## config.mk

```make
export PLATFORM = sky130hd
export DESIGN_NAME = bpc_cfg_regs
export DESIGN_NICKNAME = d
export VERILOG_FILES = /design/src/rtl/bpc_pkg.sv /design/src/rtl/bpc_cfg_regs.sv
export SDC_FILE = /design/constraint.sdc
export NUM_CORES = 1
export LEC_CHECK = 0
export BUFFER_PORTS_ARGS = -buffer_cell sky130_fd_sc_hd__buf_2
export CAP_MARGIN = 25
export CORE_MARGIN = 8
export CORE_UTILIZATION = 45
export DETAILED_ROUTE_END_ITERATION = 12
export PLACE_DENSITY = 0.89
export SLEW_MARGIN = 40
export SYNTH_ARGS = -nofsm -noshare
export SYNTH_HDL_FRONTEND = slang
export SYNTH_SLANG_ARGS = --single-unit
```

## constraint.sdc

```tcl
create_clock -name clk -period 1.5 [get_ports clk]
set_input_delay 0.3 -clock clk [delete_from_list [all_inputs] [get_ports clk]]
set_output_delay 0.3 -clock clk [all_outputs]
set_load 0.01 [all_outputs]
```

## src/rtl/bpc_pkg.sv

```systemverilog
// shared types and constants for the barometric pressure compensation block
// no dependencies; every file but the two interfaces refers to this package by scoped names
package bpc_pkg;

    // configuration port geometry
    localparam int PADDR_W   = 5;
    localparam int REG_IDX_W = 3;

    // register indexes, byte address is four times the index
    localparam logic [REG_IDX_W-1:0] REG_PRESSURE_SENS = 3'd0;
    localparam logic [REG_IDX_W-1:0] REG_PRESSURE_OFF  = 3'd1;
    localparam logic [REG_IDX_W-1:0] REG_SENS_TC       = 3'd2;
    localparam logic [REG_IDX_W-1:0] REG_OFF_TC        = 3'd3;
    localparam logic [REG_IDX_W-1:0] REG_REF_TEMP      = 3'd4;
    localparam logic [REG_IDX_W-1:0] REG_TEMP_COEFF    = 3'd5;
    localparam logic [REG_IDX_W-1:0] NUM_REGS          = 3'd6;

    // distance between the 20.00 C and -15.00 C thresholds in 0.01 C
    localparam logic signed [19:0] LOW_TEMP_OFS = 20'sd3500;

    // calibration words as held in the register bank
    typedef struct packed {
        logic [15:0] pressure_sensitivity;
        logic [15:0] pressure_offset;
        logic [15:0] sensitivity_temp_coeff;
        logic [15:0] offset_temp_coeff;
        logic [15:0] reference_temperature;
        logic [15:0] temperature_coeff;
    } cal_t;

    // first-order terms: temperature delta from 20.00 C, offset, sensitivity
    typedef struct packed {
        logic [23:0]        d1;
        logic signed [18:0] tdel;
        logic signed [37:0] off1;
        logic signed [36:0] sens1;
    } fo_t;

    // offset and sensitivity after second-order correction
    typedef struct packed {
        logic [23:0]        d1;
        logic signed [43:0] off;
        logic signed [43:0] sens;
    } so_t;

endpackage

```

## src/rtl/bpc_cfg_regs.sv

```systemverilog
// apb register bank holding the six calibration words
// depends on bpc_pkg
module bpc_cfg_regs
(
    input  logic                        clk,
    input  logic                        rst_n,
    input  logic                        psel,
    input  logic                        penable,
    input  logic                        pwrite,
    input  logic [bpc_pkg::PADDR_W-1:0] paddr,
    input  logic [31:0]                 pwdata,
    output logic [31:0]                 prdata,
    output logic                        pready,
    output bpc_pkg::cal_t               cal
);

    bpc_pkg::cal_t                 cal_reg;
    bpc_pkg::cal_t                 cal_next;
    logic [bpc_pkg::REG_IDX_W-1:0] idx;
    logic                          wr_en;

    assign idx    = paddr[bpc_pkg::PADDR_W-1:2];
    assign wr_en  = psel && penable && pwrite;
    assign pready = 1'b1;
    assign cal    = cal_reg;

    // write decode, addresses past the list are dropped
    always_comb
    begin
        cal_next = cal_reg;
        if (wr_en)
        begin
            case (idx)
                bpc_pkg::REG_PRESSURE_SENS: cal_next.pressure_sensitivity   = pwdata[15:0];
                bpc_pkg::REG_PRESSURE_OFF:  cal_next.pressure_offset        = pwdata[15:0];
                bpc_pkg::REG_SENS_TC:       cal_next.sensitivity_temp_coeff = pwdata[15:0];
                bpc_pkg::REG_OFF_TC:        cal_next.offset_temp_coeff      = pwdata[15:0];
                bpc_pkg::REG_REF_TEMP:      cal_next.reference_temperature  = pwdata[15:0];
                bpc_pkg::REG_TEMP_COEFF:    cal_next.temperature_coeff      = pwdata[15:0];
                default:                    cal_next = cal_reg;
            endcase
        end
    end

    always_ff @(posedge clk or negedge rst_n)
    begin
        if (!rst_n)
        begin
            cal_reg <= '0;
        end
        else
        begin
            cal_reg <= cal_next;
        end
    end

    // read mux
    always_comb
    begin
        case (idx)
            bpc_pkg::REG_PRESSURE_SENS: prdata = {16'd0, cal_reg.pressure_sensitivity};
            bpc_pkg::REG_PRESSURE_OFF:  prdata = {16'd0, cal_reg.pressure_offset};
            bpc_pkg::REG_SENS_TC:       prdata = {16'd0, cal_reg.sensitivity_temp_coeff};
            bpc_pkg::REG_OFF_TC:        prdata = {16'd0, cal_reg.offset_temp_coeff};
            bpc_pkg::REG_REF_TEMP:      prdata = {16'd0, cal_reg.reference_temperature};
            bpc_pkg::REG_TEMP_COEFF:    prdata = {16'd0, cal_reg.temperature_coeff};
            default:                    prdata = '0;
        endcase
    end

endmodule

```

Yosys cells after proc, flatten, opt, wreduce, memory -nomap -nowiden
Index checks and enable logic that the tools add are counted.
{ "classes": {"mux": 1, "n_eq_ne": 5, "reduce_logical": 9} }
{ "ops": {"columns": ["operator", "count"], "rows": [
  ["case mux 16 bit (6 select lines)", 1],
  ["AND reduction 2 bit", 6],
  ["== test 3 x 2 -> 1 bit (second input constant)", 2],
  ["== test 3 bit (second input constant)", 2],
  ["== test 3 x 1 -> 1 bit (second input constant)", 1],
  ["zero test 3 bit", 1],
  ["logical AND 1 bit", 2]
]} }
{ "word_totals": {"word_cells": 21, "in_bits": 42, "register_bits": 96} }

Depth between registers and ports, before layout
{ "logic_depth": {"ltp_word": 3, "depth_mapped": 5, "depth_no_buf": 3} }

Worst setup path after synthesis
No wires, ideal clock.
{ "synth_path": {"kind": "input -> output", "from": "input port paddr[3] (netlist bit)", "to": "output port prdata[12]", "setup_slack_ps": -3, "t_arrival_ps": 1203, "cell_stages": 5, "cell_sequence": "buf_2 buf_4 mux2i_1 nor2_1 a211o_1"} }
{ "synth_between": {"elab_chain_len": 2, "elab_cells_between_ends": 7, "classes_between": "eq/ne (5); mux (1); reduce/logical (1)"} }
{ "synth_rtl": {"columns": ["element", "line", "rtl"], "rows": [
  ["from (decl)", "bpc_cfg_regs.sv:10", "input logic [bpc_pkg::PADDR_W-1:0] paddr,"],
  ["== test 3 bit, or another cell as far along", "bpc_cfg_regs.sv:60", "case (idx)"],
  ["case mux 16 bit (6 select lines) *", "bpc_cfg_regs.sv:60", null],
  ["to (decl)", "bpc_cfg_regs.sv:12", "output logic [31:0] prdata,"]
]} }
Mark *: on every way between the ends. The rest lies on a longest branch, timed or not.

Final worst setup path
{ "layout_path": {"from": "register cal_reg (netlist bit cal[93])", "to": "output port prdata[13]"} }
{ "layout_between": {"elab_chain_len": 1} }
{ "layout_rtl": {"columns": ["element", "line", "rtl"], "rows": [
  ["from (decl)", "bpc_cfg_regs.sv:17", "bpc_pkg::cal_t cal_reg;"],
  ["from (signal assigned)", "bpc_cfg_regs.sv:53", "cal_reg <= cal_next;"],
  ["case mux 16 bit (6 select lines)", "bpc_cfg_regs.sv:60", null]
]} }
No other way between the ends.

==> results.py <==
metrics = {
    "global_route": {
        "grt_max_degree": 97,
        "grt_pass1_wl_mm": 21.4,
        "grt_overflow": 0,
        "grt_pass1_vias": 3812,
        "antenna_found_initial": 0,
        "track_usage_pct": 19.4,
    },
    "critical_path": {
        "cp-end-kind": "primary output",
        "crit_family": "flip-flops",
        "worstSetupPathType": "reg -> out",
        "cp_slowest_cell": "dfrtp_1",
        "worstPathArrival_ps": 1490,
        "cp.required_ps": 1200,
        "cp_max_fo": 2,
        "crit_chain": "mux2_4 -> a221oi_4 -> a31oi_1 -> buf_2",
        "crit_path_start_kind": "flip-flop",
        "cpPeakStageDelay_ps": 400,
        "critPathBufInv": 1,
    },
    "sta": {
        "slew_headroom_pct": 64.6,
        "maxSlewViolCount": 0,
        "fin_skew_ps": 0,
        "setup-violations-final": 16,
        "min_period_over_period_pct": 119,
        "fmax_mhz": 558,
        "setup_ws_ps": -291,
        "rsz0062_at_grt": "yes",
        "worstMarginPinSlew_ps": 531,
        "period_minus_slack_ps": 1790,
        "hold_viol": 0,
    },
    "yosys": {
        "synth_compound_area_share_pct": 5.74,
        "yosys.area_share.simple_pct": 5.17,
        "syn_area_per_cell_um2": 13.9,
        "yosysTopAreaCell": "dfrtp_1",
        "yosysSeqAreaShare_pct": 51.7,
        "synth_top_family_by_area": "multiplexers",
        "ys_ff_latch": 96,
        "ys.flop_type": "dfrtp_1",
        "synthAdderAreaFrac_pct": 0,
        "synth_top_area_share_pct": 51.7,
        "synth_cell_types": 29,
        "synthCells": 335,
        "synth_edf_count": 0,
        "synth_xor_area_share_pct": 0,
        "synth.yosys.warnings": 0,
        "synthMuxAreaShare_pct": 31.8,
        "synth_area_leaders": "dfrtp_1 (52%), mux2_2 (14%), mux2_1 (12%)",
        "syn-cell-area_mm2": 0.00465,
        "async_reset_ff_share_pct": 100,
    },
    "final_layout": {
        "largest_reg_flops": 96,
        "nets": 569,
        "synthToLayoutAreaGrowth_pct": 35.0,
        "num_antenna_cells": 0,
        "ff_latch_area_mm2": 0.00240,
        "nFillCells": 814,
        "fin_util_pct": 61.6,
        "multi_input_area_mm2": 0.00213,
        "stdcell_area_mm2": 0.00627,
        "drive_above_1_share_pct": 54.9,
    },
    "route": {
        "vias": 3514,
        "avgViaCountPerCell": 5.26,
        "wirelength_mm": 13.4,
        "drt_iter0_markers": 174,
        "first_pass_iters": 4,
        "avgRoutedWirePerCell_um": 20.1,
        "drcViolationCount": 0,
        "drtAntennaViolNets": 0,
    },
    "floorplanning": {
        "pin_count": 171,
        "initial_core_util_pct": 45.6,
        "core_area_mm2": 0.0102,
        "die_w_um": 118,
        "core.rowCount": 37,
        "fp.dieH_um": 118,
        "die-area_mm2": 0.0138,
    },
    "placed_design": {
        "dp_hpwl_mm": 9.29,
        "io_buffers": 135,
        "placed_area_mm2": 0.00569,
        "dpl_worst_slack_ps": -293,
        "gp_congestion": 0.784,
    },
    "clock_network": {
        "h-tree-depth": 3,
        "cts_tree": "done",
        "cts.clk_slew.worst_paths_ps": 100,
        "clockBufferDepth": 2,
        "root_buffer": "clkbuf_8",
        "worstSkewPairLatency_ps": 350,
        "cts.sinks": 96,
        "cts_buffers": 9,
    },
    "run": {
        "max-cap-violations": 0,
    },
    "power_and_ir_drop": {
        "p_per_area_mw_per_mm2": 1170,
        "peakVddDrop_v": 0.000760,
        "power.leakage_uw": 0.00329,
    },
    "worst_hold_path": {
        "hold_path.class": "in -> reg",
    },
    "status": {
        "outcome": "complete, but fails checks",
        "violations": "setup timing",
    },
}
-- final cells by class --
type / count / share of cell area, %
clock buffer: 10 / 2.19
inverter: 1 / 0.0598
tap: 136 / 2.71
clock inverter: 6 / 0.698
multi-input combinational: 219 / 33.9
timing repair buffer: 200 / 22.1
sequential: 96 / 38.3
-- metal layers --
layer,vias up,track usage [%],part of all wire (%)
met5,-,0,0
met4,0,6.16,0.83
met3,9,6.81,9.1
met2,155,31.1,48
met1,1770,24.0,42
li1,1580,-,-
-- cells in the mapped netlist, types with 2 or more instances --
cell,instances
dfrtp_1,96
mux2_2,57
mux2_1,50
mux2i_1,27
buf_4,21
nand2_1,9
o21ai_0,9
a211o_1,6
a21oi_1,6
o22a_1,6
buf_2,5
buf_6,5
a221oi_1,4
a31oi_1,4
nor2_1,4
nor2_4,4
clkbuf_1,3
nor3b_1,3
o2bb2ai_1,3
conb_1,2
nand2b_1,2
nor2_8,2
-- cell usage in the layout, fill, tap and decap left out, types with 3 or more instances in the layout --
cell type,n
buf_6,4
clkinvlp_4,4
buf_12,12
a31oi_1,4
nand2_1,9
dfrtp_1,96
mux2_4,6
a21oi_2,3
nor2_1,4
a211o_1,6
mux2_2,51
o21ai_1,8
o22a_1,6
buf_2,130
mux2i_1,27
a21oi_1,3
mux2_1,50
o2bb2ai_1,3
clkbuf_8,10
buf_4,51
conb_1,17
nor2_4,4
-- cells by family after synthesis --
family	Yosys count
and+or+nand+nor	30
AOI/OAI and AO/OA	38
other	2
muxes	134
buffers and inverters	35
DFF	96
-- what timing repair did --
item | 4_1_cts | 5_1_grt
gates resized for setup | 32 | 3
setup buffers | 18 | 12
setup endpoints to repair | 16 | 16
hold buffers | 1 | 0
pin swaps | 9 | 5
gates cloned | 2 | 0
endpoints found under the hold margin | 2 | 0
-- power breakdown --
| group | internal (uW) | switching, uW |
|---|---|---|
| Combinational | 1220 | 1120 |
| Sequential | 3090 | 368 |
| Clock | 650 | 915 |
-- through the flow --
step           hold slack, ps  total power [uW]  setup TNS (ps)  instances
3_5_place_dp              397              5520          -25430        619
5_1_grt                   219              7770           -3700        668
6_report                  227              7370           -2450        668
2_1_floorplan            4.41              4530               0        350
4_1_cts                   202              7310           -2740        656
3_3_place_gp              384              5420          -23480        619
-- path summary, 6_finish.rpt --
| path | start | end | slack, ps | cells past startpoint |
|---|---|---|---|---|
| min in group asynchronous | rst_n | cal[91] | 510 | 3 |
| hold reg to reg | cal[5] | cal[5] | 520 | 1 |
| hold / removal | pwdata[15] | cal[95] | 230 | 2 |
| setup / recovery | cal[93] | prdata[13] | -290 | 4 |
| max in group asynchronous | rst_n | cal[32] | 560 | 3 |
| setup reg to reg | cal[30] | cal[30] | 470 | 3 |
No activity file was read; power rests on OpenSTA's default activity.
