<file path="src/rtl/bpc_pkg.sv">
// shared types and constants for the barometric pressure compensation block
// no dependencies; every file but the two interfaces refers to this package by scoped names
package bpc_pkg;

    // configuration port geometry
    localparam int PADDR_W   = 5;
    localparam int REG_IDX_W = 3;

    // register indexes, byte address is four times the index
    localparam logic [REG_IDX_W-1:0] REG_PRESSURE_SENS = 3'd0;
    localparam logic [REG_IDX_W-1:0] REG_PRESSURE_OFF  = 3'd1;
    localparam logic [REG_IDX_W-1:0] REG_SENS_TC       = 3'd2;
    localparam logic [REG_IDX_W-1:0] REG_OFF_TC        = 3'd3;
    localparam logic [REG_IDX_W-1:0] REG_REF_TEMP      = 3'd4;
    localparam logic [REG_IDX_W-1:0] REG_TEMP_COEFF    = 3'd5;
    localparam logic [REG_IDX_W-1:0] NUM_REGS          = 3'd6;

    // distance between the 20.00 C and -15.00 C thresholds in 0.01 C
    localparam logic signed [19:0] LOW_TEMP_OFS = 20'sd3500;

    // calibration words as held in the register bank
    typedef struct packed {
        logic [15:0] pressure_sensitivity;
        logic [15:0] pressure_offset;
        logic [15:0] sensitivity_temp_coeff;
        logic [15:0] offset_temp_coeff;
        logic [15:0] reference_temperature;
        logic [15:0] temperature_coeff;
    } cal_t;

    // first-order terms: temperature delta from 20.00 C, offset, sensitivity
    typedef struct packed {
        logic [23:0]        d1;
        logic signed [18:0] tdel;
        logic signed [37:0] off1;
        logic signed [36:0] sens1;
    } fo_t;

    // offset and sensitivity after second-order correction
    typedef struct packed {
        logic [23:0]        d1;
        logic signed [43:0] off;
        logic signed [43:0] sens;
    } so_t;

endpackage

</file>
<file path="src/rtl/bpc_second_order.sv">
// stages 4 and 5: low-temperature squares and second-order correction
// depends on bpc_pkg
module bpc_second_order
(
    input  logic         clk,
    input  logic         rst_n,
    input  logic         in_valid,
    output logic         in_ready,
    input  bpc_pkg::fo_t in_data,
    output logic         out_valid,
    input  logic         out_ready,
    output bpc_pkg::so_t out_data
);

    logic v4_reg, v5_reg;
    logic rdy4, rdy5;

    logic signed [18:0] d;
    logic signed [19:0] e;
    logic signed [37:0] sq_d;
    logic signed [39:0] sq_e;

    logic [23:0]        d1_s4_reg, d1_s4_next;
    logic signed [37:0] off1_reg, off1_next;
    logic signed [36:0] sens1_reg, sens1_next;
    logic [36:0]        dd_reg, dd_next;
    logic [38:0]        ee_reg, ee_next;
    logic               lt_ref_reg, lt_ref_next;
    logic               lt_low_reg, lt_low_next;
    bpc_pkg::so_t       so_reg, so_next;

    logic [38:0] dd5;
    logic [41:0] ee7;
    logic [42:0] ee11;
    logic [42:0] off2, sens2;

    assign rdy5      = !v5_reg || out_ready;
    assign rdy4      = !v4_reg || rdy5;
    assign in_ready  = rdy4;
    assign out_valid = v5_reg;
    assign out_data  = so_reg;

    // stage 4: squares of the distances below both thresholds
    always_comb
    begin
        d           = in_data.tdel;
        e           = {d[18], d} + bpc_pkg::LOW_TEMP_OFS;
        sq_d        = d * d;
        sq_e        = e * e;
        dd_next     = sq_d[36:0];
        ee_next     = sq_e[38:0];
        lt_ref_next = d[18];
        lt_low_next = e[19];
        d1_s4_next  = in_data.d1;
        off1_next   = in_data.off1;
        sens1_next  = in_data.sens1;
    end

    // stage 5: weighted corrections subtracted from offset and sensitivity
    always_comb
    begin
        dd5   = {dd_reg, 2'b00} + 39'(dd_reg);
        ee7   = {ee_reg, 3'b000} - 42'(ee_reg);
        ee11  = {ee_reg, 3'b000} + 43'({ee_reg, 1'b0}) + 43'(ee_reg);
        off2  = (lt_ref_reg ? 43'(dd5[38:1]) : 43'd0)
              + (lt_low_reg ? 43'(ee7) : 43'd0);
        sens2 = (lt_ref_reg ? 43'(dd5[38:2]) : 43'd0)
              + (lt_low_reg ? 43'(ee11[42:1]) : 43'd0);
        so_next.d1   = d1_s4_reg;
        so_next.off  = 44'(off1_reg) - $signed({1'b0, off2});
        so_next.sens = 44'(sens1_reg) - $signed({1'b0, sens2});
    end

    always_ff @(posedge clk or negedge rst_n)
    begin
        if (!rst_n)
        begin
            v4_reg <= 1'b0;
            v5_reg <= 1'b0;
        end
        else
        begin
            if (rdy4)
            begin
                v4_reg <= in_valid;
            end
            if (rdy5)
            begin
                v5_reg <= v4_reg;
            end
        end
    end

    always_ff @(posedge clk)
    begin
        if (rdy4 && in_valid)
        begin
            d1_s4_reg  <= d1_s4_next;
            off1_reg   <= off1_next;
            sens1_reg  <= sens1_next;
            dd_reg     <= dd_next;
            ee_reg     <= ee_next;
            lt_ref_reg <= lt_ref_next;
            lt_low_reg <= lt_low_next;
        end
        if (rdy5 && v4_reg)
        begin
            so_reg <= so_next;
        end
    end

endmodule

</file>
<file path="config.mk">
export PLATFORM = sky130hd
export DESIGN_NAME = bpc_second_order
export DESIGN_NICKNAME = d
export VERILOG_FILES = /design/src/rtl/bpc_pkg.sv /design/src/rtl/bpc_second_order.sv
export SDC_FILE = /design/constraint.sdc
export NUM_CORES = 2
export LEC_CHECK = 0
export ABC_AREA = 1
export BUFFER_PORTS_ARGS = -buffer_cell sky130_fd_sc_hd__buf_4
export CAP_MARGIN = 20
export CORE_MARGIN = 5
export CORE_UTILIZATION = 53
export CTS_CLUSTER_SIZE = 8
export DETAILED_ROUTE_END_ITERATION = 10
export PLACE_DENSITY = 0.78
export SYNTH_ARGS = -nofsm -noshare
export SYNTH_HDL_FRONTEND = slang
export SYNTH_SLANG_ARGS = --single-unit
</file>
<file path="constraint.sdc">
create_clock -name clk -period 17.4 [get_ports clk]
set_clock_uncertainty 0.05 [all_clocks]
set_input_delay 3.48 -clock clk [delete_from_list [all_inputs] [get_ports clk]]
set_output_delay 3.48 -clock clk [all_outputs]
set_load 0.03 [all_outputs]
</file>
-- After elaboration in Yosys (flattened, before gate mapping)
Index checks and enable logic that the tools add are counted.
- flip-flop bits (word level): 291
- add/subtract/negate cells: 9
- multiply operators: 2
- muxes and demuxes: 4
- reductions and logical operators: 6
- operators by type and width (operator ; number):
    two-way mux 42 bit ; 2
    subtractor 37 x 44 -> 44 bit ; 1
    subtractor 38 x 44 -> 44 bit ; 1
    adder 37 x 42 -> 43 bit ; 1
    adder 38 x 42 -> 43 bit ; 1
    adder 42 x 40 -> 43 bit ; 1
    adder 43 x 39 -> 43 bit ; 1
    subtractor 42 x 39 -> 42 bit ; 1
    adder 39 x 37 -> 39 bit ; 1
    multiplier 20 x 20 -> 39 bit ; 1
    two-way mux 38 bit ; 1
    multiplier 19 x 19 -> 37 bit ; 1
    two-way mux 37 bit ; 1
    adder 19 x 13 -> 20 bit, second input constant ; 1
    logical AND 1 bit ; 2
    logical NOT 1 bit ; 2
    logical OR 1 bit ; 2

-- Depth between registers and ports, before layout
- depth in word-level cells: 5
- mapped depth: 40
- mapped depth without buffers: 39

-- Worst setup path before layout
OpenSTA, ideal clock, no wires.
- path type: input -> register
- start: input in_data[77] (netlist bit)
- end: register ee_reg[35], data pin
- library setup time: 0.252 ns
- arrival: 10.376 ns
- setup slack: 6.722 ns
- stages: 38
- path through: buf_2 > inv_1 > ha_1 > or2_4 > nand2_2 > nand2_2 > nand2_2 > inv_2 > a21oi_4 > nor2_2 > nor2_4 > nand3_2 > xor2_2 > inv_4 > buf_6 > nor2_1 > fa_1 > fa_1 > [... 2 more ...] > inv_1 > fa_1 > fa_1 > fa_1 > inv_1 > fa_1 > inv_1 > ha_1 > nand2_1 > inv_1 > nand2_1 > nand2_1 > a21oi_1 > nor2_1 > a2111oi_0 > nand2_1 > nand2_1 > nand2_1
- longest elaborated chain between the ends: 2
- ends and longest elaborated chain (what ; line ; text):
    from (decl) ; bpc_second_order.sv:9 ; input bpc_pkg::fo_t in_data,
    adder 19 x 13 -> 20 bit ; bpc_second_order.sv:47 ; e = {d[18], d} + bpc_pkg::LOW_TEMP_OFS;
    multiplier 20 x 20 -> 39 bit ; bpc_second_order.sv:49 ; sq_e = e * e;
    via sq_e[35] ; bpc_second_order.sv:21 ; logic signed [39:0] sq_e;
    to (signal assigned) ; bpc_second_order.sv:102 ; ee_reg <= ee_next;
    to (decl) ; bpc_second_order.sv:27 ; logic [38:0] ee_reg, ee_next;
The timed path passes the listed nets, and every way through them passes these cells.
A chain may end at the register's enable or synchronous reset.

-- Worst setup path in the final report
- start: input in_data[77] (netlist bit)
- end: register ee_reg[32], data pin
Same word-level chain as after synthesis.

==> impl_results.md <==
* Post-DRT Antenna Nets at 0
* Pre-antenna DRT Iters at 8
* CP Launch Point: in_data[77]
* Number of synthesized flops with an enable pin at 285
* Fin crit period at 11590 ps
* H-tree depth at 2
* Synth Cell Area at 0.0524 sq mm
* Top cell by count, worst path: inv_1
* First-pass GRT wire length at 249000 um
* Synth top area cells: fa_1 (29%), edfxtp_1 (16%), ha_1 (12%)
* Max-Cap Viols at 0
* Slew margin rel. at 30.9%
* Vias in the first global route at 46152
* Tot GR Track Use at 29.6%
* Pin count of the biggest net entering global routing at 78
* Bufs and invs on worst path at 11
* Post-CTS setup buffers at 0
* Status: complete, no violations
* Total global routing overflow at 0
* Fin. max-slew vios at 0
* Syn nets at 7876
* Share of layout cells above drive strength 1 at 4.80%
* Setup-failing EPs final at 0
* Die height at 325 um
* Setup_tns at 0 ps
* CP endpoint kind: register
* CTS Buf Count at 42
* Synth area leader: fa_1
* Worst R2R Start: ee_reg[2]
* Crit path kind: input port to register
* # IOs at 236
* Max FFs per register at 112
* Routed WL per cell at 19.5 um
* Crit path largest cell delay at 550 ps
* Area Overhead vs Synth at 8.27%
* HPWL Detailed at 134000 um
* Worst Hold Launch: d1_s4_reg[8]
* Clock Sink Count at 287
* Clk_lat worst skew at 600 ps
* DIE WIDTH at 325 um
* Register bit total from synthesis at 287
* Fin nets at 8091
* Sequential area share after synthesis at 16.4%
* Port Buf Inserts at 235
* Critical Path AT at 11870 ps
* CTS tree: done
* Cells after Synth at 6518
* Max FO, Critical Path at 37
* Post-cts sizing count at 0
* Rows at 115
* CTS max path bufs at 3
* Cell variety after synth at 58
* Total Wirelength at 157000 um
* DRC at 0
* Full die area at 0.105 sq mm
* RSZ-0062 raised after global routing: false
* DR vias at 44452
* Clk root buf: clkbuf_16
* Core region area at 0.0983 sq mm
* Clock transition at the registers of the reported paths at 50 ps
* CP max stage cell: fa_1
* Yosys warning count at 0
* Final Wtd Congestion at 1.06
* Tcrit/Tclk final at 66.6%
* Hold-fix buffers at CTS at 0
* CP top delay family: adder cells
* Starting DRT DRC Count at 3798
* Synthesized area per cell at 8.05 sq um
* Initial antenna violation count at 1
* Slew @ Worst Pin at 1040 ps
* Fraction of registers with async set/reset at 0.697%
* Worst hold path class: register to register
* Main flop type after synthesis: edfxtp_1
* Starting Density at 53.4%
* Startpoint Class: input port
* Synth top area share at 28.6%
* Final Hold Viols at 0
* Peak Freq at 0.0863 GHz
* Critical path data required time at 17690 ps
* Routed vias/inst at 5.53
[synthesized netlist by cell type, types with 4 or more instances]
| library cell | instances |
|---|---|
| a31oi_1 | 70 |
| clkinv_1 | 5 |
| o21a_1 | 23 |
| a221oi_1 | 8 |
| a211oi_1 | 7 |
| o21bai_1 | 57 |
| nand2_1 | 1097 |
| xor2_1 | 169 |
| clkbuf_1 | 47 |
| inv_1 | 1466 |
| a21boi_0 | 17 |
| fa_1 | 750 |
| a21boi_1 | 4 |
| and3_1 | 10 |
| ha_1 | 486 |
| o221ai_1 | 7 |
| inv_2 | 6 |
| edfxtp_1 | 285 |
| buf_2 | 13 |
| nor2_1 | 660 |
| nand3_1 | 181 |
| nor3_1 | 53 |
| a21o_1 | 56 |
| a21oi_1 | 475 |
| o211ai_1 | 11 |
| xnor2_1 | 106 |
| o21ai_0 | 318 |
| o31ai_1 | 4 |
| nand4_1 | 42 |
| buf_1 | 16 |
| nor4_1 | 23 |
[cell usage in the layout (no fill, tap or decap), drive strengths merged, types with 7 or more instances in the layout]
cell,count
o21a,23
nand3,182
a21oi,476
nor3,53
a211oi,7
o221ai,7
nand2,1100
fa,750
and3,10
clkbuf,54
clkinv,10
o211ai,11
nor2,663
xnor2,106
xor2,172
a21o,56
o21ai,322
a31oi,70
ha,486
nor4,23
buf,250
inv,1473
a21boi,21
nand4,42
o21bai,57
edfxtp,285
a221oi,8
[area by class of cell]
class / count / area, sq um
fillers: 8908 / 41500
multi-input cells: 4674 / 38000
flip-flops and latches: 287 / 8610
inverters: 1478 / 5560
repair buffers: 250 / 1880
well taps: 1287 / 1610
clock buffers: 54 / 1120
clock inverters: 5 / 46.3
diodes: 1 / 2.50
[per-layer routing]
metal	GRT usage [%]	share of wire [%]	vias up
met5	0	0.0051	-
met4	14.0	5.7	2
met3	4.13	7.0	371
met2	49.1	46	1883
met1	38.6	41	21241
li1	-	-	20955
[final timing paths]
check | endpoint | cells after the start | slack, ps
min in group asynchronous | out_valid | 1 | 2650
worst max register to register | out_data[42] | 29 | 10010
worst max-delay path | ee_reg[32] | 37 | 5810
worst min-delay path | out_data[96] | 0 | 370
worst min register to register | out_data[96] | 0 | 370
max in group asynchronous | out_valid | 1 | 14570
[stage by stage]
step                      worst slack, ps  cell area (sq um)  cells  hold slack, ps  utilization, %
after floorplan                      6720              52400   6518             350               -
after global placement               5440              55600   7976             351            56.6
after detailed placement             5240              55600   7976             355            56.6
after CTS                            5840              56800   8035             365            57.8
after global routing                 5300              56800   8035             368            57.8
final                                5810              56800   8036             366            57.8
[cell families (layout without fill, tap and decap cells)]
group | count (synthesis) | after routing | synth area share, %
fa+ha+maj | 1236 | 1236 | 40.2
buf+inv | 1557 | 1787 | 11.2
compound gates | 1073 | 1073 | 11.5
flops | 287 | 287 | 16.4
other cells | 2 | 3 | 0.0143
xor+xnor | 278 | 278 | 4.69
simple gates | 2085 | 2085 | 16.0
Power is left out: the tool's default activity adds up to more than one toggle a clock period on the data nets, which glitch-free logic cannot reach.
