==> config.mk <==
export PLATFORM = sky130hd
export DESIGN_NAME = bpc_scale
export DESIGN_NICKNAME = d
export VERILOG_FILES = /design/src/rtl/bpc_pkg.sv /design/src/rtl/bpc_scale.sv
export SDC_FILE = /design/constraint.sdc
export NUM_CORES = 2
export LEC_CHECK = 0
export BUFFER_PORTS_ARGS = -buffer_cell sky130_fd_sc_hd__buf_2
export CAP_MARGIN = 20
export CORE_MARGIN = 2
export CORE_UTILIZATION = 62
export DETAILED_ROUTE_END_ITERATION = 8
export PLACE_DENSITY = 0.76
export SYNTH_ARGS = -nofsm -noshare
export SYNTH_HDL_FRONTEND = slang
export SYNTH_SLANG_ARGS = --single-unit
==> constraint.sdc <==
create_clock -name clk -period 6.7 [get_ports clk]
set_input_delay 0.67 -clock clk [delete_from_list [all_inputs] [get_ports clk]]
set_output_delay 0.67 -clock clk [all_outputs]
set_load 0.05 [all_outputs]
==> src/rtl/bpc_pkg.sv <==
// shared types and constants for the barometric pressure compensation block
// no dependencies; every file but the two interfaces refers to this package by scoped names
package bpc_pkg;

    // configuration port geometry
    localparam int PADDR_W   = 5;
    localparam int REG_IDX_W = 3;

    // register indexes, byte address is four times the index
    localparam logic [REG_IDX_W-1:0] REG_PRESSURE_SENS = 3'd0;
    localparam logic [REG_IDX_W-1:0] REG_PRESSURE_OFF  = 3'd1;
    localparam logic [REG_IDX_W-1:0] REG_SENS_TC       = 3'd2;
    localparam logic [REG_IDX_W-1:0] REG_OFF_TC        = 3'd3;
    localparam logic [REG_IDX_W-1:0] REG_REF_TEMP      = 3'd4;
    localparam logic [REG_IDX_W-1:0] REG_TEMP_COEFF    = 3'd5;
    localparam logic [REG_IDX_W-1:0] NUM_REGS          = 3'd6;

    // distance between the 20.00 C and -15.00 C thresholds in 0.01 C
    localparam logic signed [19:0] LOW_TEMP_OFS = 20'sd3500;

    // calibration words as held in the register bank
    typedef struct packed {
        logic [15:0] pressure_sensitivity;
        logic [15:0] pressure_offset;
        logic [15:0] sensitivity_temp_coeff;
        logic [15:0] offset_temp_coeff;
        logic [15:0] reference_temperature;
        logic [15:0] temperature_coeff;
    } cal_t;

    // first-order terms: temperature delta from 20.00 C, offset, sensitivity
    typedef struct packed {
        logic [23:0]        d1;
        logic signed [18:0] tdel;
        logic signed [37:0] off1;
        logic signed [36:0] sens1;
    } fo_t;

    // offset and sensitivity after second-order correction
    typedef struct packed {
        logic [23:0]        d1;
        logic signed [43:0] off;
        logic signed [43:0] sens;
    } so_t;

endpackage

==> src/rtl/bpc_scale.sv <==
// stages 6 to 9: D1 times sensitivity in two partial products, offset, final scaling
// depends on bpc_pkg
module bpc_scale
(
    input  logic               clk,
    input  logic               rst_n,
    input  logic               in_valid,
    output logic               in_ready,
    input  bpc_pkg::so_t       in_data,
    output logic               out_valid,
    input  logic               out_ready,
    output logic signed [31:0] pressure
);

    logic v6_reg, v7_reg, v8_reg, v9_reg;
    logic rdy6, rdy7, rdy8, rdy9;

    logic [45:0]        pp_lo_reg, pp_lo_next;
    logic signed [46:0] pp_hi_reg, pp_hi_next;
    logic signed [43:0] off_s6_reg, off_s7_reg;
    logic signed [63:0] prod_reg, prod_next;
    logic signed [44:0] diff_reg, diff_next;
    logic signed [31:0] res_reg, res_next;

    logic signed [68:0] prod_full;
    logic signed [63:0] prod_adj;
    logic signed [42:0] q21;
    logic signed [44:0] diff_adj;
    logic signed [29:0] q15;

    assign rdy9      = !v9_reg || out_ready;
    assign rdy8      = !v8_reg || rdy9;
    assign rdy7      = !v7_reg || rdy8;
    assign rdy6      = !v6_reg || rdy7;
    assign in_ready  = rdy6;
    assign out_valid = v9_reg;
    assign pressure  = res_reg;

    // stage 6: sensitivity split into a low unsigned and a high signed half
    always_comb
    begin
        pp_lo_next = in_data.d1 * in_data.sens[21:0];
        pp_hi_next = $signed({1'b0, in_data.d1}) * $signed(in_data.sens[43:22]);
    end

    // stage 7: recombine the halves
    always_comb
    begin
        prod_full = $signed({pp_hi_reg, 22'd0}) + $signed({23'd0, pp_lo_reg});
        prod_next = prod_full[63:0];
    end

    // stage 8: truncate by 2^21 and take off the offset
    always_comb
    begin
        prod_adj  = prod_reg + $signed({43'd0, {21{prod_reg[63]}}});
        q21       = prod_adj[63:21];
        diff_next = 45'(q21) - 45'(off_s7_reg);
    end

    // stage 9: truncate by 2^15, keep 32 bits
    always_comb
    begin
        diff_adj = diff_reg + $signed({30'd0, {15{diff_reg[44]}}});
        q15      = diff_adj[44:15];
        res_next = 32'(q15);
    end

    always_ff @(posedge clk or negedge rst_n)
    begin
        if (!rst_n)
        begin
            v6_reg <= 1'b0;
            v7_reg <= 1'b0;
            v8_reg <= 1'b0;
            v9_reg <= 1'b0;
        end
        else
        begin
            if (rdy6)
            begin
                v6_reg <= in_valid;
            end
            if (rdy7)
            begin
                v7_reg <= v6_reg;
            end
            if (rdy8)
            begin
                v8_reg <= v7_reg;
            end
            if (rdy9)
            begin
                v9_reg <= v8_reg;
            end
        end
    end

    always_ff @(posedge clk)
    begin
        if (rdy6 && in_valid)
        begin
            pp_lo_reg  <= pp_lo_next;
            pp_hi_reg  <= pp_hi_next;
            off_s6_reg <= in_data.off;
        end
        if (rdy7 && v6_reg)
        begin
            prod_reg   <= prod_next;
            off_s7_reg <= off_s6_reg;
        end
        if (rdy8 && v7_reg)
        begin
            diff_reg <= diff_next;
        end
        if (rdy9 && v8_reg)
        begin
            res_reg <= res_next;
        end
    end

endmodule

# After elaboration in Yosys (flattened, before gate mapping)
# Index checks and enable logic that the tools add are counted.
[word_totals]
latch_bits = 0
register_bits = 319
ram_bits = 0
wordCells = 29
n_memories = 0
rom_bits = 0
inputBits = 116
out_inout_bits = 34
[op_classes]
eq_ne = 0
reduce_logical = 12
n_addsub = 4
bitwise_logic = 0
n_div = 0
mux = 0
n_lt_le_gt_ge = 0
n_shift = 0
mul = 2
[op_table]
columns = ["op", "count"]
rows = [
  ["$add 64x22->64", 1],
  ["$add 64x47->64", 1],
  ["$mul 24x22->46", 1],
  ["$add 45x16->45", 1],
  ["$sub 43x44->45", 1],
  ["$mul 25x22->42", 1],
  ["$logic_and 1x1->1", 4],
  ["$logic_not 1->1", 4],
  ["$logic_or 1x1->1", 4],
]

# Depth between registers and ports, before layout
[depth]
word_depth = 6
ltp_mapped = 28
mapped_depth_nobuf = 26

# Worst setup path before layout
# No wires, ideal clock.
[synth_path]
path_kind = "in2reg"
from = "input port in_data[99] (netlist name)"
to = "register pp_lo_reg[43] (data pin)"
setup_slack_ps = -545
required_time_ps = 6427
path_buffers = 2
cell_stages = 24
arrival_ps = 6973
setup_ps = 273
path_cell_list = "clkbuf_1 > clkbuf_1 > nand2_1 > fa_1 > fa_1 > fa_1 > inv_1 > fa_1 > inv_1 > fa_1 > fa_1 > fa_1 > inv_1 > ha_1 > a21o_1 > a21o_1 > a21o_1 > a221o_1 > a221oi_1 > o21bai_1 > a21oi_2 > o21ai_1 > mux2i_1 > o2111ai_1"
[synth_via]
elab_chain_cells = 1
[synth_lines]
columns = ["element", "line", "text"]
rows = [
  ["start, declared", "bpc_scale.sv:9", "input bpc_pkg::so_t in_data,"],
  ["$mul 24x22->46", "bpc_scale.sv:42", "pp_lo_next = in_data.d1 * in_data.sens[21:0];"],
  ["via pp_lo_next[43]", "bpc_scale.sv:18", "logic [45:0] pp_lo_reg, pp_lo_next;"],
  ["end signal, assigned", "bpc_scale.sv:103", "pp_lo_reg <= pp_lo_next;"],
  ["end, declared", "bpc_scale.sv:18", ""],
]
# The timed path passes the listed nets, and every way through them passes these cells.
# A chain may end at the register's enable or synchronous reset.

# Final worst setup path
[layout_path]
from = "input port in_data[98] (netlist name)"
to = "register pp_hi_reg[39] (data pin)"
[layout_via]
elab_chain_cells = 1
[layout_lines]
columns = ["element", "line", "text"]
rows = [
  ["$mul 25x22->42", "bpc_scale.sv:43", "pp_hi_next = $signed({1'b0, in_data.d1}) * $signed(in_data.sens[43:22]);"],
  ["via pp_hi_next[39]", "bpc_scale.sv:19", "logic signed [46:0] pp_hi_reg, pp_hi_next;"],
  ["end signal, assigned", "bpc_scale.sv:104", "pp_hi_reg <= pp_hi_next;"],
  ["end, declared", "bpc_scale.sv:19", ""],
]
# The timed path passes the listed nets, and every way through them passes these cells.

==> flow_metrics.py <==
metrics = {
    "status": {
        "status": "completed",
    },
    "final_layout": {
        "layout-drive-gt1-share_pct": 14.17,
        "n_antenna_cell": 0,
        "n_fill_cell": 5661,
        "largest_reg_flops": 64,
        "design_area_sq_um": 56180,
        "area_growth_pct": 14.08,
        "nets": 6814,
    },
    "global_routing": {
        "grt_overflow": 0,
        "grt_max_degree": 72,
        "grt_pass1_vias": 38050,
        "antenna_found_initial": 2,
        "grt_pass1_wl_microns": 196100,
        "grt.total_usage_pct": 30.39,
    },
    "route": {
        "wl_per_cell_microns": 18.76,
        "drt-pass1-iter-count": 5,
        "drc": 0,
        "vias_per_cell": 5.519,
        "vias": 35739,
        "antenna_left": 0,
        "drt-initial-drc-count": 2369,
        "drt-total-wl_microns": 121500,
    },
    "floorplanning": {
        "initial_core_util_pct": 62.53,
        "pin_count": 150,
        "rows": 103,
        "core_area_sq_um": 78740,
        "die_h_microns": 285.8,
        "die_w_microns": 285.8,
        "dieArea_sq_um": 81690,
    },
    "placed_design": {
        "gp_congestion": 0.9246,
        "port_buffers": 149,
        "preCtsSetupSlack_ns": -0.7367,
        "dp_hpwl_microns": 100200,
        "place_area_sq_um": 54260,
    },
    "clock_network": {
        "cts_max_path_buffers": 3,
        "clock_latency_ns": 0.58,
        "clk_pin_slew_ns": 0.09,
        "cts_buffers": 30,
        "cts.sinks": 319,
        "htreeDepth": 1,
        "cts_root_buf": "clkbuf_16",
        "cts_tree": "done",
    },
    "run": {
        "maxCapViolations": 0,
    },
    "critical_path": {
        "reg2regPathDepth": 22,
        "critPathArrivalTime_ns": 6.96,
        "path_max_fanout": 8,
        "worstSetupStartpoint": "in_data[98]",
        "reg2reg_slack_ns": 0.57,
        "cp-start-kind": "input pin",
        "worstSetupEndpointType": "flop",
        "r2r_end": "diff_reg[41]",
        "path_class": "in -> reg",
        "required_ns": 7.04,
        "timing.rr.start": "prod_reg[63]",
    },
    "synth": {
        "synthArstFlopShare_pct": 1.254,
        "synthTopCellsByArea": "fa_1, edfxtp_1, ha_1",
        "yosysUniqueCellTypes": 80,
        "yosysTopAreaCell": "fa_1",
        "synth_commonest_cells": "inv_1, fa_1, nand2_1, and2_1, ha_1",
        "yosysWarnings": 0,
        "syn_area_sq_um": 49240,
        "synth_top_area_share_pct": 35.49,
        "synth.most_common_cell": "inv_1",
        "avgSynthCellArea_sq_um": 9.842,
        "synth_seq_cells": 319,
        "synthesis.nets": 6413,
        "ys_seq_area_share_pct": 19.41,
        "ys.flop_type": "edfxtp_1",
        "postSynthCellCount": 5003,
        "synth_edf_count": 315,
    },
    "sta": {
        "period_minus_slack_ns": 6.622,
        "relSlewSlack_pct": 30.16,
        "drv_slew": 0,
        "skew_ns": 0.02954,
        "finalHoldViolCount": 0,
        "setup_ws_ns": 0.07797,
        "fmax_mhz": 151.0,
        "rsz0062_at_grt": "yes",
        "setup_violations": 0,
        "min_period_over_period_pct": 98.84,
        "worstMarginPinSlew_ns": 1.048,
    },
    "hold_path": {
        "min_from": "in_data[86]",
        "min_path_type": "in -> reg",
        "hold_depth": 1,
        "hold_end": "off_s6_reg[42]",
    },
}
==> placed cells by master, fill, tap and decap left out, drive strengths merged, types with 9 or more instances in the layout <==
cell type	instances
clkbuf	55
a211oi	22
nor3	28
a31oi	18
nand2b	38
clkinv	12
nand3	56
ha	421
and4	9
nand4	25
a21o	71
o21a	29
edfxtp	315
xnor2	155
fa	873
and3	32
buf	582
or3	9
a21oi	144
inv	990
nor2b	36
o21bai	20
nor2	90
and2	438
o21ai	67
nand2	697
xor2	73
==> cells by family (layout without fill, tap and decap cells) <==
group                      Yosys count  count (layout)  share of synthesized area (%)
buffers and inverters             1220            1643                          9.325
DFF                                319             319                          19.41
muxes                                3               3                        0.06352
xor gates and xnor gates           228             228                          4.055
and+or+nand+nor                   1490            1490                          14.89
adders and majority gates         1294            1294                          46.19
AOI/OAI and AO/OA                  449             449                          6.060
==> critical path: stages <==
cell,delay [ns]
buf_8,0.10
buf_12,0.14
buf_8,0.14
buf_6,0.12
and2_4,0.14
fa_1,0.47
inv_1,0.05
fa_1,0.47
fa_2,0.58
inv_2,0.04
fa_1,0.52
fa_1,0.53
fa_1,0.58
fa_1,0.48
ha_1,0.34
a21o_1,0.16
a21o_1,0.17
a21oi_2,0.14
o21a_1,0.14
o21ai_2,0.06
nor4_2,0.27
o21a_1,0.26
o31ai_2,0.09
a211oi_2,0.22
nor3_2,0.07
==> per-layer routing <==
layer  global-route usage (%)  wire length [microns]
met5                        0                     20
met4                    11.18                   5727
met3                    4.506                   9478
met2                    51.17                  57770
met1                    40.30                  48460
==> worst max path at each step <==
| stage | end | slack, ns | cells past startpoint |
|---|---|---|---|
| global placement | pp_lo_reg[42] | -0.63 | 24 |
| CTS | pp_lo_reg[43] | 0.01 | 25 |
| global route | pp_hi_reg[39] | -0.11 | 24 |
| floorplan | pp_lo_reg[43] | -0.13 | 27 |
| finish | pp_hi_reg[39] | 0.08 | 25 |
| detailed placement | pp_lo_reg[43] | -0.74 | 24 |
==> layout make-up <==
type / count / area [sq um] / area share (%)
well taps: 1050 / 1314 / 2.339
inverters: 989 / 3712 / 6.608
clock inverters: 16 / 118.9 / 0.2116
flip-flops and latches: 319 / 9559 / 17.02
clock buffers: 38 / 832.0 / 1.481
repair buffers: 600 / 5096 / 9.072
multi-input cells: 3464 / 35540 / 63.27
==> repair_timing <==
action | in CTS | in global routing
hold buffers | 1 | 0
setup endpoints to repair | 15 | 34
setup buffers | 0 | 18
pin swaps | 2 | 93
gates cloned | 0 | 6
resized for setup | 10 | 190
hold endpoints to repair | 4 | 0
==> through the flow <==
step / setup TNS, ns / std cells / util (%) / hold WS, ns
4_1_cts: 0 / 6454 / 70.17 / 0.2583
3_5_place_dp: -22.44 / 6399 / 68.91 / 0.4045
2_1_floorplan: -0.5363 / 5003 / - / 0.3744
6_report: 0 / 6476 / 71.34 / 0.2776
3_3_place_gp: -17.19 / 6399 / 68.91 / 0.4009
5_1_grt: -0.4255 / 6476 / 71.34 / 0.2555
Power is not shown: default switching activity piles up to over one toggle a cycle in this logic, so the estimate is an artifact.
