$ cat src/rtl/bpc_pkg.sv
// shared types and constants for the barometric pressure compensation block
// no dependencies; every file but the two interfaces refers to this package by scoped names
package bpc_pkg;

    // configuration port geometry
    localparam int PADDR_W   = 5;
    localparam int REG_IDX_W = 3;

    // register indexes, byte address is four times the index
    localparam logic [REG_IDX_W-1:0] REG_PRESSURE_SENS = 3'd0;
    localparam logic [REG_IDX_W-1:0] REG_PRESSURE_OFF  = 3'd1;
    localparam logic [REG_IDX_W-1:0] REG_SENS_TC       = 3'd2;
    localparam logic [REG_IDX_W-1:0] REG_OFF_TC        = 3'd3;
    localparam logic [REG_IDX_W-1:0] REG_REF_TEMP      = 3'd4;
    localparam logic [REG_IDX_W-1:0] REG_TEMP_COEFF    = 3'd5;
    localparam logic [REG_IDX_W-1:0] NUM_REGS          = 3'd6;

    // distance between the 20.00 C and -15.00 C thresholds in 0.01 C
    localparam logic signed [19:0] LOW_TEMP_OFS = 20'sd3500;

    // calibration words as held in the register bank
    typedef struct packed {
        logic [15:0] pressure_sensitivity;
        logic [15:0] pressure_offset;
        logic [15:0] sensitivity_temp_coeff;
        logic [15:0] offset_temp_coeff;
        logic [15:0] reference_temperature;
        logic [15:0] temperature_coeff;
    } cal_t;

    // first-order terms: temperature delta from 20.00 C, offset, sensitivity
    typedef struct packed {
        logic [23:0]        d1;
        logic signed [18:0] tdel;
        logic signed [37:0] off1;
        logic signed [36:0] sens1;
    } fo_t;

    // offset and sensitivity after second-order correction
    typedef struct packed {
        logic [23:0]        d1;
        logic signed [43:0] off;
        logic signed [43:0] sens;
    } so_t;

endpackage

$ cat src/rtl/bpc_first_order.sv
// stages 1 to 3: temperature difference, coefficient products, first-order terms
// depends on bpc_pkg
module bpc_first_order
(
    input  logic          clk,
    input  logic          rst_n,
    input  bpc_pkg::cal_t cal,
    input  logic          in_valid,
    output logic          in_ready,
    input  logic [23:0]   raw_pressure,
    input  logic [23:0]   raw_temperature,
    output logic          out_valid,
    input  logic          out_ready,
    output bpc_pkg::fo_t  out_data
);

    logic v1_reg, v2_reg, v3_reg;
    logic rdy1, rdy2, rdy3;

    logic [23:0]        d1_s1_reg, d1_s1_next;
    logic signed [25:0] dt_reg, dt_next;
    logic [23:0]        d1_s2_reg;
    logic signed [42:0] p6_reg, p6_next;
    logic signed [42:0] p4_reg, p4_next;
    logic signed [42:0] p3_reg, p3_next;
    bpc_pkg::fo_t       fo_reg, fo_next;

    logic signed [42:0] p6_adj, p4_adj, p3_adj;
    logic signed [35:0] q4;
    logic signed [34:0] q3;

    // stage handshake, a stage loads when it is empty or its successor moves
    assign rdy3      = !v3_reg || out_ready;
    assign rdy2      = !v2_reg || rdy3;
    assign rdy1      = !v1_reg || rdy2;
    assign in_ready  = rdy1;
    assign out_valid = v3_reg;
    assign out_data  = fo_reg;

    // stage 1: dT = D2 - C5 * 256
    always_comb
    begin
        d1_s1_next = raw_pressure;
        dt_next    = $signed({2'b00, raw_temperature})
                   - $signed({2'b00, cal.reference_temperature, 8'h00});
    end

    // stage 2: the three products against dT
    always_comb
    begin
        p6_next = dt_reg * $signed({1'b0, cal.temperature_coeff});
        p4_next = dt_reg * $signed({1'b0, cal.offset_temp_coeff});
        p3_next = dt_reg * $signed({1'b0, cal.sensitivity_temp_coeff});
    end

    // stage 3: truncating shifts and the base terms
    always_comb
    begin
        p6_adj = p6_reg + $signed({20'd0, {23{p6_reg[42]}}});
        p4_adj = p4_reg + $signed({36'd0, {7{p4_reg[42]}}});
        p3_adj = p3_reg + $signed({35'd0, {8{p3_reg[42]}}});
        q4     = p4_adj[42:7];
        q3     = p3_adj[42:8];
        fo_next.d1    = d1_s2_reg;
        fo_next.tdel  = p6_adj[41:23];
        fo_next.off1  = $signed({6'd0, cal.pressure_offset, 16'd0}) + q4;
        fo_next.sens1 = $signed({6'd0, cal.pressure_sensitivity, 15'd0}) + q3;
    end

    always_ff @(posedge clk or negedge rst_n)
    begin
        if (!rst_n)
        begin
            v1_reg <= 1'b0;
            v2_reg <= 1'b0;
            v3_reg <= 1'b0;
        end
        else
        begin
            if (rdy1)
            begin
                v1_reg <= in_valid;
            end
            if (rdy2)
            begin
                v2_reg <= v1_reg;
            end
            if (rdy3)
            begin
                v3_reg <= v2_reg;
            end
        end
    end

    // payload moves only with a valid item
    always_ff @(posedge clk)
    begin
        if (rdy1 && in_valid)
        begin
            d1_s1_reg <= d1_s1_next;
            dt_reg    <= dt_next;
        end
        if (rdy2 && v1_reg)
        begin
            d1_s2_reg <= d1_s1_reg;
            p6_reg    <= p6_next;
            p4_reg    <= p4_next;
            p3_reg    <= p3_next;
        end
        if (rdy3 && v2_reg)
        begin
            fo_reg <= fo_next;
        end
    end

endmodule

$ cat config.mk
export PLATFORM = sky130hd
export DESIGN_NAME = bpc_first_order
export DESIGN_NICKNAME = d
export VERILOG_FILES = /design/src/rtl/bpc_pkg.sv /design/src/rtl/bpc_first_order.sv
export SDC_FILE = /design/constraint.sdc
export NUM_CORES = 2
export LEC_CHECK = 0
export ABC_AREA = 1
export BUFFER_PORTS_ARGS = -buffer_cell sky130_fd_sc_hd__buf_2
export CORE_ASPECT_RATIO = 0.6
export CORE_MARGIN = 1.5
export CORE_UTILIZATION = 50
export DETAILED_ROUTE_END_ITERATION = 16
export PLACE_DENSITY = 0.67
export SLEW_MARGIN = 0
export SYNTH_ARGS = -nofsm -noshare
export SYNTH_HDL_FRONTEND = slang
export SYNTH_SLANG_ARGS = --single-unit
export TNS_END_PERCENT = 1
$ cat constraint.sdc
create_clock -name clk -period 12.95 [get_ports clk]
set_clock_uncertainty 0.1 [all_clocks]
set_input_delay 1.295 -clock clk [delete_from_list [all_inputs] [get_ports clk]]
set_output_delay 1.295 -clock clk [all_outputs]
set_load 0.1 [all_outputs]
# Word-level counts from Yosys, hierarchy flattened
# Index checks and enable logic that the tools add are counted.
# Widths: inputs -> output; s select.
[word_totals]
register_bits = 323
out_inout_bits = 120
word_cells = 31
[op_classes]
add_sub_neg = 6
multipliers = 3
reduce_logical = 9
[ops]
columns = ["operator", "n"]
rows = [
  ["$mul 25x17->42", 3],
  ["$add 43x8->43", 1],
  ["$add 43x9->43", 1],
  ["$add 42x24->42", 1],
  ["$add 33x36->37", 1],
  ["$add 32x35->36", 1],
  ["$sub 24x24->25", 1],
  ["$logic_and 1x1->1", 3],
  ["$logic_not 1->1", 3],
  ["$logic_or 1x1->1", 3],
]

# Depth between registers and ports, before layout
[logic_depth]
depth_word = 5
ltp_mapped = 28

# Worst setup path before layout
# OpenSTA, ideal clock, no wires.
[synth_path]
kind = "input -> register"
start = "in out_ready"
end = "reg fo_reg, in the netlist out_data[0], enable pin"
arrival_ps = 6895
required_time_ps = 12221
path_slack_ps = 5326
path_stages = 2
n_path_buf = 0
cell_sequence = "inv_1 > a21oi_1"
[synth_via]
elab_chain_cells = 2
[synth_rtl]
columns = ["item", "line", "source"]
rows = [
  ["start: declaration", "bpc_first_order.sv:13", "input logic out_ready,"],
  ["$logic_or 1x1->1", "bpc_first_order.sv:33", "assign rdy3 = !v3_reg || out_ready;"],
  ["$logic_and 1x1->1", "bpc_first_order.sv:110", "if (rdy3 && v2_reg)"],
  ["end signal: assignment", "bpc_first_order.sv:112", "fo_reg <= fo_next;"],
  ["end: declaration", "bpc_first_order.sv:26", "bpc_pkg::fo_t fo_reg, fo_next;"],
]
# No other way between the ends.
# A chain may end at the register's enable or synchronous reset.

# Worst setup path after layout
[layout_path]
start = "reg dt_reg[14]"
end = "reg p6_reg[41] (data pin)"
[layout_via]
elab_chain_cells = 1
[layout_rtl]
columns = ["item", "line", "source"]
rows = [
  ["start: declaration", "bpc_first_order.sv:21", "logic signed [25:0] dt_reg, dt_next;"],
  ["start signal: assignment", "bpc_first_order.sv:101", "dt_reg <= dt_next;"],
  ["$mul 25x17->42", "bpc_first_order.sv:51", "p6_next = dt_reg * $signed({1'b0, cal.temperature_coeff});"],
  ["net p6_next[41]", "bpc_first_order.sv:23", "logic signed [42:0] p6_reg, p6_next;"],
  ["end signal: assignment", "bpc_first_order.sv:106", "p6_reg <= p6_next;"],
  ["end: declaration", "bpc_first_order.sv:23", ""],
]
# The timed path passes the listed nets, and every way through them passes these cells.

==> flow_summary.json <==
{
  "critPathSlowestCell": "edfxtp_1",
  "synth_warnings": 0,
  "layout_min_cycle_time_ns": 7.48,
  "rsz0062_at_grt": "no",
  "hold_class": "reg -> reg",
  "cts_root_buffer": "clkbuf_16",
  "grt-ovfl-total": 0,
  "drc": 0,
  "cp-start-kind": "flop",
  "drive_gt1_frac": 0.0513,
  "die_w_microns": 460,
  "drt-initial-drc-count": 4481,
  "vias_per_cell": 5.20,
  "fin_ws_ns": 5.47,
  "place_congestion": 0.991,
  "ant_nets": 0,
  "multi_input_area_sq_um": 43500,
  "cpMostUsedCell": "fa_1",
  "ys_ff_latch": 318,
  "synth_cells": 7792,
  "max-clock-path-buffers": 3,
  "cp_slowest_stage_delay_ns": 1.08,
  "io_buffers": 267,
  "numClockSinks": 318,
  "grt_pass1_vias": 52200,
  "vias": 49800,
  "seq_area_frac_synth": 0.152,
  "nets": 9581,
  "place_inst": 9508,
  "core_sq_um": 124000,
  "syn_to_final_growth_pct": 6.24,
  "crit_chain": "buf_4 -> nand2_1 -> fa_1 -> fa_1 -> fa_1 -> inv_1 -> fa_1 -> fa_1 -> inv_1 -> fa_1 -> inv_1 -> ha_1 -> nand2_1 -> nor2_1 -> inv_1 -> nor3_1 -> nand4_1 -> nand4_1 -> nand2_1",
  "synth-main-ff-cell": "edfxtp_1",
  "maxCapViolCount": 0,
  "use_met1": 0.456,
  "firstDrtPassIters": 5,
  "setup_viol": 0,
  "io_pins": 268,
  "syn_area_sq_um": 62600,
  "synthDistinctLibCells": 45,
  "avgSynthCellArea_sq_um": 8.03,
  "avgRoutedWirePerCell_microns": 19.5,
  "cp_max_fo": 32,
  "criticalPathCategory": "reg -> reg",
  "cp.required_ns": 13.21,
  "cts_setup_buffers": 0,
  "slew_viol_final": 0,
  "postSynth.asyncResetShare": 0.00943,
  "numCtsBuffers": 38,
  "largest_register_ffs": 116,
  "clk-insertion-delay-late_ns": 0.60,
  "clkTransAtPathRegs_ns": 0.07,
  "grt_max_degree": 82,
  "cts_tree": "yes",
  "hold_violations": 0,
  "track_usage": 0.302,
  "die-area_sq_um": 127000,
  "antenna_found_initial": 6,
  "synthTopCellsByArea": "fa_1 38%, edfxtp_1 15%, inv_1 14%",
  "period_share": 0.577,
  "grt_busiest_layer": "met1",
  "whs_ns": 0.313,
  "r2r-start": "dt_reg[14]$_DFFE_PP_",
  "postCtsHoldBufs": 0,
  "worst_pin_slew_ns": 1.16,
  "yosys.area.top_type_share": 0.376,
  "pre_cts_ws_ns": 5.20,
  "synth_nets": 9508,
  "seq_area_sq_um": 9530,
  "fp.dieH_microns": 277,
  "crit_start": "dt_reg[14]$_DFFE_PP_",
  "synth_top_cell_by_area": "fa_1",
  "n_fill_cell": 11800,
  "use_met2": 0.443,
  "synth_edf_count": 315,
  "slew_headroom": 0.227,
  "cts_resized": 0,
  "htree_num_levels": 2,
  "end_kind": "flop",
  "fin_tns_setup_ns": 0,
  "status": "finished clean",
  "fmax_mhz": 134,
  "start_util": 0.504,
  "totalWireLength_mm": 186,
  "dp_hpwl_mm": 148,
  "grt_pass1_wl_mm": 296,
  "rows": 100,
  "final_cell_count_no_fill": 9580,
  "holdCritStartpoint": "d1_s2_reg[4]$_DFFE_PP_",
  "cp.arrival_ns": 7.74,
  "met3_usage": 0.0691
}
==> layer usage <==
layer | vias up | wire length, microns
li1 | 22700 | -
met1 | 24600 | 85100
met2 | 2284 | 77500
met3 | 211 | 20000
met4 | 0 | 3750
met5 | - | 0
==> critical path, delay by kind of cell, from the launching register on <==
family / cells / cell delay [ns]
AND/OR/NAND/NOR: 7 / 1.54
adder cells (fa/ha/maj): 7 / 3.54
buffers and inverters: 5 / 0.94
flip-flops: 1 / 1.08
==> worst paths after layout <==
| kind | cells after the start | slack [ns] | end |
|---|---|---|---|
| min | 0 | 0.31 | out_data[98]$_DFFE_PP_ |
| min reg2reg | 0 | 0.31 | out_data[98]$_DFFE_PP_ |
| max reg2reg | 19 | 5.47 | p6_reg[41]$_DFFE_PP_ |
| max | 19 | 5.47 | p6_reg[41]$_DFFE_PP_ |
| max in group asynchronous | 1 | 12.24 | v2_reg$_DFFE_PN0P_ |
| min in group asynchronous | 1 | 0.38 | out_valid$_DFFE_PN0P_ |
==> through the flow <==
| stage | area, sq um | utilization |
|---|---|---|
| 2_1_floorplan | 62600 | - |
| 3_3_place_gp | 65300 | 0.526 |
| 3_5_place_dp | 65300 | 0.526 |
| 4_1_cts | 66500 | 0.536 |
| 5_1_grt | 66500 | 0.536 |
| 6_report | 66500 | 0.536 |
==> Yosys cell counts, drive strengths merged (2+ instances only) <==
master / n
inv: 2270
buf: 47
xnor2: 65
nand3: 161
nand3b: 16
clkbuf: 224
nand2: 1997
edfxtp: 315
nor4: 19
or2: 8
nor2: 404
nor3b: 3
o2111ai: 2
a21oi: 231
nand4: 62
xor2: 116
o21a: 5
o21bai: 26
a21o: 32
and2: 2
a211oi: 3
a21boi: 5
fa: 1176
nor3: 50
o21ai: 121
o211ai: 10
and3: 2
a31oi: 24
ha: 392
dfrtp: 3
==> cell type report <==
cell class / instances / area share
flip-flops and latches: 318 / 0.143
clock inverters: 29 / 0.00318
clock buffers: 39 / 0.0147
diodes: 4 / 0.000151
well taps: 1683 / 0.0317
inverters: 2270 / 0.128
multi-input cells: 4933 / 0.655
repair buffers: 304 / 0.0243
==> logic make-up (layout without fill, tap and decap cells) <==
family,after synthesis,after routing,share of synthesized area
simple gates,2724,2724,0.174
other cells,0,4,0
buf+inv,2541,2642,0.152
xor+xnor,181,181,0.0254
compound gates,460,460,0.0409
flops,318,318,0.152
fa+ha+maj,1568,1568,0.454
==> placed cells by master, fill, tap and decap left out, types with 24 or more instances in the layout <==
cell,synthesis,routed
inv_1,2269,2267
nand2_1,1986,1986
fa_1,1176,1176
nor2_1,394,394
ha_1,392,392
edfxtp_1,315,315
buf_2,0,267
a21oi_1,230,229
nand3_1,161,161
xor2_1,115,115
o21ai_0,113,113
xnor2_1,65,65
nand4_1,62,62
nor3_1,47,47
clkbuf_16,0,39
buf_4,2,37
a21o_1,32,32
o21bai_1,25,25
a31oi_1,24,24
Power is not shown: default switching activity piles up to over one toggle a cycle in this logic, so the estimate is an artifact.
